<file path="config.mk">
export PLATFORM = sky130hd
export DESIGN_NAME = display_command_register_port_top
export DESIGN_NICKNAME = d
export VERILOG_FILES = /design/src/rtl/dcrp_pkg.sv /design/src/rtl/display_command_register_port_top.sv /design/src/rtl/dcrp_div.sv
export SDC_FILE = /design/constraint.sdc
export NUM_CORES = 1
export LEC_CHECK = 0
export ABC_AREA = 1
export ABC_CLOCK_PERIOD_IN_PS = 4400
export BUFFER_PORTS_ARGS = -buffer_cell sky130_fd_sc_hd__buf_4
export CORE_MARGIN = 5
export CORE_UTILIZATION = 57
export DETAILED_ROUTE_END_ITERATION = 6
export GPL_ROUTABILITY_DRIVEN = 0
export PLACE_DENSITY_LB_ADDON = 0.08
export SETUP_SLACK_MARGIN = 0.02
export SKIP_CTS_REPAIR_TIMING = 1
export SLEW_MARGIN = 20
export SYNTH_ARGS = -nofsm -noshare
export SYNTH_HDL_FRONTEND = slang
export SYNTH_SLANG_ARGS = --single-unit
</file>
<file path="constraint.sdc">
create_clock -name aclk -period 4.4 [get_ports aclk]
set_input_delay 0.22 -clock aclk [delete_from_list [all_inputs] [get_ports aclk]]
set_output_delay 0.22 -clock aclk [all_outputs]
set_load 0.005 [all_outputs]
</file>
<file path="src/rtl/dcrp_pkg.sv">
`timescale 1ns / 1ps
// ----------------------------------------------------------------------------
// Display command register port package
// Access codes, command codes, mode tables and shared types.
// ----------------------------------------------------------------------------
package dcrp_pkg;

    localparam int DATA_W = 16;
    localparam int COL_W  = 9;
    localparam int ROW_W  = 8;
    localparam int MODE_W = 3;
    localparam int BYTE_W = 8;
    localparam int DVS_W  = 9;

    localparam logic [2:0] OP_READ_LO  = 3'd0;
    localparam logic [2:0] OP_READ_HI  = 3'd1;
    localparam logic [2:0] OP_WRITE_LO = 3'd2;
    localparam logic [2:0] OP_WRITE_HI = 3'd3;
    localparam logic [2:0] OP_COMMAND  = 3'd4;

    localparam logic [7:0] CMD_GET_SIZE   = 8'd0;
    localparam logic [7:0] CMD_GET_WIDTH  = 8'd1;
    localparam logic [7:0] CMD_GET_HEIGHT = 8'd2;
    localparam logic [7:0] CMD_GET_MODE   = 8'd3;
    localparam logic [7:0] CMD_GET_INDEX  = 8'd4;
    localparam logic [7:0] CMD_GET_X      = 8'd5;
    localparam logic [7:0] CMD_GET_Y      = 8'd6;
    localparam logic [7:0] CMD_GET_TYPE   = 8'd7;
    localparam logic [7:0] CMD_SET_MODE   = 8'd8;
    localparam logic [7:0] CMD_SET_INDEX  = 8'd9;
    localparam logic [7:0] CMD_SET_X      = 8'd10;
    localparam logic [7:0] CMD_SET_Y      = 8'd11;
    localparam logic [7:0] CMD_SET_POS    = 8'd12;
    localparam logic [7:0] CMD_SET_TYPE   = 8'd13;

    typedef enum logic [3:0] {
        ST_IDLE = 4'b0001,
        ST_DIV1 = 4'b0010,
        ST_DIV2 = 4'b0100,
        ST_LINK = 4'b1000
    } seq_state_t;

    typedef struct packed {
        logic                start;
        logic [DATA_W-1:0]   dividend;
        logic [DVS_W-1:0]    divisor;
    } div_req_t;

    typedef struct packed {
        logic                done;
        logic [DATA_W-1:0]   quotient;
        logic [DVS_W-1:0]    remainder;
    } div_rsp_t;

    function automatic logic [DATA_W-1:0] mode_size(input logic [MODE_W-1:0] m);
        logic [DATA_W-1:0] r;
        case (m)
            3'd0: r = 16'd1000;
            3'd1: r = 16'd2000;
            3'd2: r = 16'd4000;
            3'd3: r = 16'd8000;
            3'd4: r = 16'd8000;
            3'd5: r = 16'd32000;
            3'd6: r = 16'd8000;
            default: r = 16'd32000;
        endcase
        return r;
    endfunction

    function automatic logic [COL_W-1:0] mode_width(input logic [MODE_W-1:0] m);
        logic [COL_W-1:0] r;
        case (m)
            3'd0, 3'd1: r = 9'd40;
            3'd2, 3'd3: r = 9'd80;
            default: r = 9'd320;
        endcase
        return r;
    endfunction

    function automatic logic [ROW_W-1:0] mode_height(input logic [MODE_W-1:0] m);
        logic [ROW_W-1:0] r;
        case (m)
            3'd0, 3'd1: r = 8'd25;
            3'd2, 3'd3: r = 8'd50;
            default: r = 8'd200;
        endcase
        return r;
    endfunction

endpackage

</file>
<file path="src/rtl/display_command_register_port_top.sv">
`timescale 1ns / 1ps
// ----------------------------------------------------------------------------
// Display command register port
// Byte access port to the data register, mode and cursor of a display.
// ----------------------------------------------------------------------------
// The s_ channel carries one access per transaction: s_op selects a read of
// the low or high data byte, a write of either byte, or a command in s_value.
// Every accepted transaction gives exactly one m_ transaction; m_read_byte is
// the selected byte for reads and zero otherwise.
// The result is registered at the accepting edge, so m_valid rises in the
// cycle after acceptance. Reads, writes, get commands and set mode or set
// type leave the sequencer idle. Cursor set commands run the serial divider,
// once for set x and set y and twice for set position and set index,
// followed by a link state that rebuilds the linear index before the next
// access is taken.
// A new access is taken only while the sequencer is idle and the result
// register is empty or being drained in the same cycle, so a stalled
// receiver holds off the sender. Reset clears the data register, mode,
// cursor and style to zero and empties the result register.
// ----------------------------------------------------------------------------
module display_command_register_port_top
    import dcrp_pkg::*;
(
    input  logic       aclk,
    input  logic       aresetn,
    input  logic       s_valid,
    output logic       s_ready,
    input  logic [2:0] s_op,
    input  logic [7:0] s_value,
    output logic       m_valid,
    input  logic       m_ready,
    output logic [7:0] m_read_byte
);

    seq_state_t        state_reg, state_next;
    logic [DATA_W-1:0] data_reg;
    logic [MODE_W-1:0] mode_reg;
    logic [COL_W-1:0]  cursor_col_reg;
    logic [ROW_W-1:0]  cursor_row_reg;
    logic [DATA_W-1:0] cursor_linear_reg;
    logic [BYTE_W-1:0] cursor_style_reg;
    logic              m_valid_reg;
    logic [BYTE_W-1:0] m_read_byte_reg;
    logic [7:0]        cmd_reg;

    logic              accept;
    logic              is_cmd;
    logic              div_cmd;
    logic [COL_W-1:0]  width;
    logic [ROW_W-1:0]  height;
    logic [DATA_W-1:0] link_sum;
    div_req_t          div_req;
    div_rsp_t          div_rsp;

    assign width   = mode_width(mode_reg);
    assign height  = mode_height(mode_reg);
    assign s_ready = (state_reg == ST_IDLE) && (!m_valid_reg || m_ready);
    assign accept  = s_valid && s_ready;
    assign is_cmd  = s_op == OP_COMMAND;
    assign div_cmd = is_cmd && (s_value == CMD_SET_INDEX || s_value == CMD_SET_X ||
                                s_value == CMD_SET_Y || s_value == CMD_SET_POS);
    assign link_sum = {8'd0, cursor_row_reg} * {7'd0, width} + {7'd0, cursor_col_reg};

    always_comb begin
        div_req = '0;
        if (state_reg == ST_IDLE && accept && div_cmd) begin
            div_req.start = 1'b1;
            if (s_value == CMD_SET_INDEX) begin
                div_req.dividend = data_reg;
            end else begin
                div_req.dividend = {8'd0, data_reg[7:0]};
            end
            if (s_value == CMD_SET_Y) begin
                div_req.divisor = {1'b0, height};
            end else begin
                div_req.divisor = width;
            end
        end else if (state_reg == ST_DIV1 && div_rsp.done &&
                     (cmd_reg == CMD_SET_INDEX || cmd_reg == CMD_SET_POS)) begin
            div_req.start   = 1'b1;
            div_req.divisor = {1'b0, height};
            if (cmd_reg == CMD_SET_INDEX) begin
                div_req.dividend = div_rsp.quotient;
            end else begin
                div_req.dividend = {8'd0, data_reg[15:8]};
            end
        end
    end

    always_comb begin
        state_next = state_reg;
        case (state_reg)
            ST_IDLE: begin
                if (accept && div_cmd) begin
                    state_next = ST_DIV1;
                end
            end
            ST_DIV1: begin
                if (div_rsp.done) begin
                    state_next = div_req.start ? ST_DIV2 : ST_LINK;
                end
            end
            ST_DIV2: begin
                if (div_rsp.done) begin
                    state_next = ST_LINK;
                end
            end
            ST_LINK: state_next = ST_IDLE;
            default: state_next = ST_IDLE;
        endcase
    end

    always_ff @(posedge aclk) begin
        if (!aresetn) begin
            state_reg         <= ST_IDLE;
            data_reg          <= '0;
            mode_reg          <= '0;
            cursor_col_reg    <= '0;
            cursor_row_reg    <= '0;
            cursor_linear_reg <= '0;
            cursor_style_reg  <= '0;
            m_valid_reg       <= 1'b0;
        end else begin
            state_reg <= state_next;
            if (accept) begin
                m_valid_reg <= 1'b1;
                case (s_op)
                    OP_WRITE_LO: data_reg[7:0]  <= s_value;
                    OP_WRITE_HI: data_reg[15:8] <= s_value;
                    OP_COMMAND: begin
                        case (s_value)
                            CMD_GET_SIZE:   data_reg <= mode_size(mode_reg);
                            CMD_GET_WIDTH:  data_reg <= {7'd0, width};
                            CMD_GET_HEIGHT: data_reg <= {8'd0, height};
                            CMD_GET_MODE:   data_reg <= {5'd0, mode_reg, 5'd0, mode_reg};
                            CMD_GET_INDEX:  data_reg <= cursor_linear_reg;
                            CMD_GET_X:      data_reg <= {7'd0, cursor_col_reg};
                            CMD_GET_Y:      data_reg <= {cursor_row_reg, cursor_row_reg};
                            CMD_GET_TYPE:   data_reg <= {cursor_style_reg, cursor_style_reg};
                            CMD_SET_MODE:   mode_reg <= data_reg[MODE_W-1:0];
                            CMD_SET_TYPE:   cursor_style_reg <= data_reg[7:0];
                            default: ;
                        endcase
                    end
                    default: ;
                endcase
            end else if (m_valid_reg && m_ready) begin
                m_valid_reg <= 1'b0;
            end
            case (state_reg)
                ST_DIV1: begin
                    if (div_rsp.done) begin
                        if (cmd_reg == CMD_SET_Y) begin
                            cursor_row_reg <= div_rsp.remainder[ROW_W-1:0];
                        end else begin
                            cursor_col_reg <= div_rsp.remainder;
                        end
                    end
                end
                ST_DIV2: begin
                    if (div_rsp.done) begin
                        cursor_row_reg <= div_rsp.remainder[ROW_W-1:0];
                    end
                end
                ST_LINK: cursor_linear_reg <= link_sum;
                default: ;
            endcase
        end
    end

    always_ff @(posedge aclk) begin
        if (accept) begin
            cmd_reg <= s_value;
            case (s_op)
                OP_READ_LO: m_read_byte_reg <= data_reg[7:0];
                OP_READ_HI: m_read_byte_reg <= data_reg[15:8];
                default:    m_read_byte_reg <= '0;
            endcase
        end
    end

    dcrp_div u_div (
        .aclk    (aclk),
        .aresetn (aresetn),
        .req     (div_req),
        .rsp     (div_rsp)
    );

    assign m_valid     = m_valid_reg;
    assign m_read_byte = m_read_byte_reg;

endmodule

</file>
<file path="src/rtl/dcrp_div.sv">
`timescale 1ns / 1ps
// ----------------------------------------------------------------------------
// Serial divider
// Restoring divider, one quotient bit per cycle.
// ----------------------------------------------------------------------------
module dcrp_div
    import dcrp_pkg::*;
(
    input  logic     aclk,
    input  logic     aresetn,
    input  div_req_t req,
    output div_rsp_t rsp
);

    logic              busy_reg;
    logic              done_reg;
    logic [3:0]        cnt_reg;
    logic [DVS_W-1:0]  rem_reg;
    logic [DATA_W-1:0] quo_reg;
    logic [DVS_W-1:0]  dvs_reg;

    logic [DVS_W:0]    trial;
    logic [DVS_W:0]    diff;
    logic              fits;
    logic [DVS_W-1:0]  rem_next;

    assign trial    = {rem_reg, quo_reg[DATA_W-1]};
    assign diff     = trial - {1'b0, dvs_reg};
    assign fits     = !diff[DVS_W];
    assign rem_next = fits ? diff[DVS_W-1:0] : trial[DVS_W-1:0];

    always_ff @(posedge aclk) begin
        if (!aresetn) begin
            busy_reg <= 1'b0;
            done_reg <= 1'b0;
        end else begin
            done_reg <= !req.start && busy_reg && cnt_reg == 4'd15;
            if (req.start) begin
                busy_reg <= 1'b1;
            end else if (busy_reg && cnt_reg == 4'd15) begin
                busy_reg <= 1'b0;
            end
        end
    end

    always_ff @(posedge aclk) begin
        if (req.start) begin
            cnt_reg <= 4'd0;
            rem_reg <= '0;
            quo_reg <= req.dividend;
            dvs_reg <= req.divisor;
        end else if (busy_reg) begin
            cnt_reg <= cnt_reg + 4'd1;
            rem_reg <= rem_next;
            quo_reg <= {quo_reg[DATA_W-2:0], fits};
        end
    end

    assign rsp.done      = done_reg;
    assign rsp.quotient  = quo_reg;
    assign rsp.remainder = rem_reg;

endmodule

</file>
==> reports/qor.txt <==
Crit-path max cell delay - 0.55 ns
CP arrival - 4.45 ns
CP Class - flip-flop to flip-flop
Maxcap violations - 0
Total Routing Usage GR - 26.23%
Crit-path max FO - 12
CTS Buf Count - 17
CTS root buf - clkbuf_16
Hpwl dp - 15720 um
Cells after Synth - 1106
FFs w/ async S/R, synth - 0%
Avg Inst Size Synth - 7.291 um^2
Fraction of the yosys area taken by sequential cells - 34.76%
First-pass GRT wire length - 34180 um
Antenna violations before repair - 0
CP bufs+invs - 5
Reg2reg start - mode_reg[2]
Crit path from - mode_reg[2]
Netlist cell types - 48
Crit path max-delay family - adder cells
# setup viols final - 0
Post-route ant nets - 0
Post-Syn Nets - 1190
Clk sinks - 120
Cell Area, Synth - 8064 um^2
1st-iter DRT viols - 633
Setup TNS - 0 ns
Number of fill cells in the layout - 1228
Peak VDD IR - 274.4 uV
Die area - 16630 um^2
FMAX - 241.8 MHz
Cell Rows - 43
CP required - 4.71 ns
Clk pin slew, worst setup/hold paths - 0.06 ns
Largest net degree at the start of global routing - 54
Die width - 128.9 um
Nets - 1219
DR DRC count - 0
Clk_lat worst skew - 0.43 ns
Yosys warns - 0
Number of global-route vias before repair - 6797
Hold_sp - s_value[6]
Initial Util - 58.09%
Die Y - 128.9 um
CP most frequent cell - fa_1
Fin crit share - 93.98%
Worst-case clock skew - 0.01096 ns
Port Buf Inserts - 24
TritonCTS clock tree - done
Status - completed
Post-layout util - 65.06%
Worst Hold Class - input pin to flip-flop
Post-synth EDFFs - 40
Antenna diode count - 0
Ys flop type - dfxtp_1
I/O pin count - 25
CP Cell Sequence - nor2_4 > inv_2 > buf_6 > nor2_1 > fa_1 > fa_1 > inv_1 > fa_1 > fa_1 > inv_1 > ha_1 > a21oi_1 > o21ai_2 > a21oi_1 > xor2_1 > o21ai_0 > inv_1
Pwr Density - 293.4 nW/um^2
Pre-Repair DR Iteration Count - 7
Worst hold margin - 0.005798 ns
Worst path slowest cell - fa_1
Hold violation count in the final report - 0
H-tree depth - 4
Seq cells post-synth - 120
WL final - 20560 um
Post-placement cell area - 8401 um^2
Total gr overflow - 0
Fin crit period - 4.135 ns
Area delta synth->final - 11.99%
CORE AREA - 13880 um^2
CP Capture Type - flip-flop
LEAKAGE - 4.415 nW
Critical Path Source Type - flip-flop
Worst-Margin Slew - 0.7034 ns
Wire per inst - 15.48 um
Final Cell Area - 9031 um^2
Vias - 7144
Clock Tree Buf Depth - 2
Fin. max-slew vios - 0
Routed vias/inst - 5.380
Layout cells sized above 1 - 10.98%
Max-slew headroom - 53.05%
[final cells by class]
type,instances,area [um^2],area share [%]
Clock inverter,11,67.56,0.7481
Clock buffer,21,493.0,5.459
Inverter,191,719.4,7.966
Sequential cell,120,2808,31.09
Tap cell,180,225.2,2.494
Timing Repair Buffer,38,291.5,3.228
Multi-Input combinational cell,767,4427,49.02
[cell usage in the layout (no fill, tap or decap), drive strengths merged, types with 21 or more instances in the layout]
| master | instances |
|---|---|
| edfxtp | 40 |
| buf | 37 |
| o21ai | 72 |
| nand3 | 83 |
| nand2 | 252 |
| dfxtp | 80 |
| a21oi | 44 |
| clkbuf | 21 |
| fa | 23 |
| nor2 | 169 |
| inv | 193 |
| ha | 46 |
[logic make-up (layout without fill, tap and decap cells)]
logic type | Yosys count | after routing | share of synthesized area (%)
AO/OA/AOI/OAI | 142 | 142 | 9.930
XOR/XNOR | 15 | 15 | 1.629
adder cells (fa/ha/maj) | 69 | 69 | 12.85
buffers and inverters | 219 | 261 | 10.80
flip-flops | 120 | 120 | 34.76
AND/OR/NAND/NOR | 541 | 541 | 30.04
[Yosys cell counts (4+ instances only)]
| master | instances | area, um^2 |
|---|---|---|
| edfxtp_1 | 40 | 1201 |
| xor2_1 | 12 | 105.1 |
| nand2_1 | 239 | 897.1 |
| dfxtp_1 | 80 | 1602 |
| a22oi_1 | 8 | 60.06 |
| nor3_1 | 7 | 35.03 |
| nand4_1 | 10 | 62.56 |
| nor2_1 | 158 | 593.1 |
| nand3b_1 | 9 | 67.56 |
| o21bai_1 | 4 | 30.03 |
| a21oi_2 | 7 | 61.31 |
| ha_1 | 46 | 575.6 |
| nor2_4 | 6 | 67.56 |
| buf_4 | 7 | 52.55 |
| inv_1 | 182 | 683.2 |
| nand3_1 | 79 | 395.4 |
| o21ai_0 | 60 | 300.3 |
| o21ai_1 | 11 | 55.05 |
| clkbuf_1 | 13 | 48.80 |
| fa_1 | 23 | 460.4 |
| o22ai_1 | 9 | 56.30 |
| nand2_2 | 10 | 62.56 |
| nor2_2 | 5 | 31.28 |
| a21oi_1 | 37 | 185.2 |
| inv_2 | 8 | 30.03 |
[where the power goes]
part           switching [mW]  internal (mW)
registers              0.0184           1.17
logic                   0.106         0.0537
clock network           0.511          0.795
[path summary, 6_finish.rpt]
| kind | to | slack (ns) | cells after the start |
|---|---|---|---|
| setup / recovery | cursor_linear_reg[12] | 0.26 | 17 |
| setup reg to reg | cursor_linear_reg[12] | 0.26 | 17 |
| hold / removal | cmd_reg[6] | 0.006 | 1 |
| hold reg to reg | u_div.cnt_reg[1] | 0.47 | 2 |
[per-stage QoR]
step	worst slack (ns)	power (mW)	instances
floorplan	0.08889	1.313	1106
global placement	0.08663	1.362	1293
detailed placement	-0.008106	1.364	1293
CTS	-0.006786	2.654	1325
global route	-0.003926	2.728	1328
finish	0.2648	2.650	1328
[per-layer routing]
layer | up-vias | GRT usage [%] | part of all wire [%]
met5 | - | 0 | 0
met4 | 0 | 7.906 | 2.0
met3 | 38 | 6.102 | 6.9
met2 | 232 | 42.23 | 47
met1 | 3285 | 35.34 | 44
li1 | 3589 | - | -
Power figures use the tool's default switching activity.
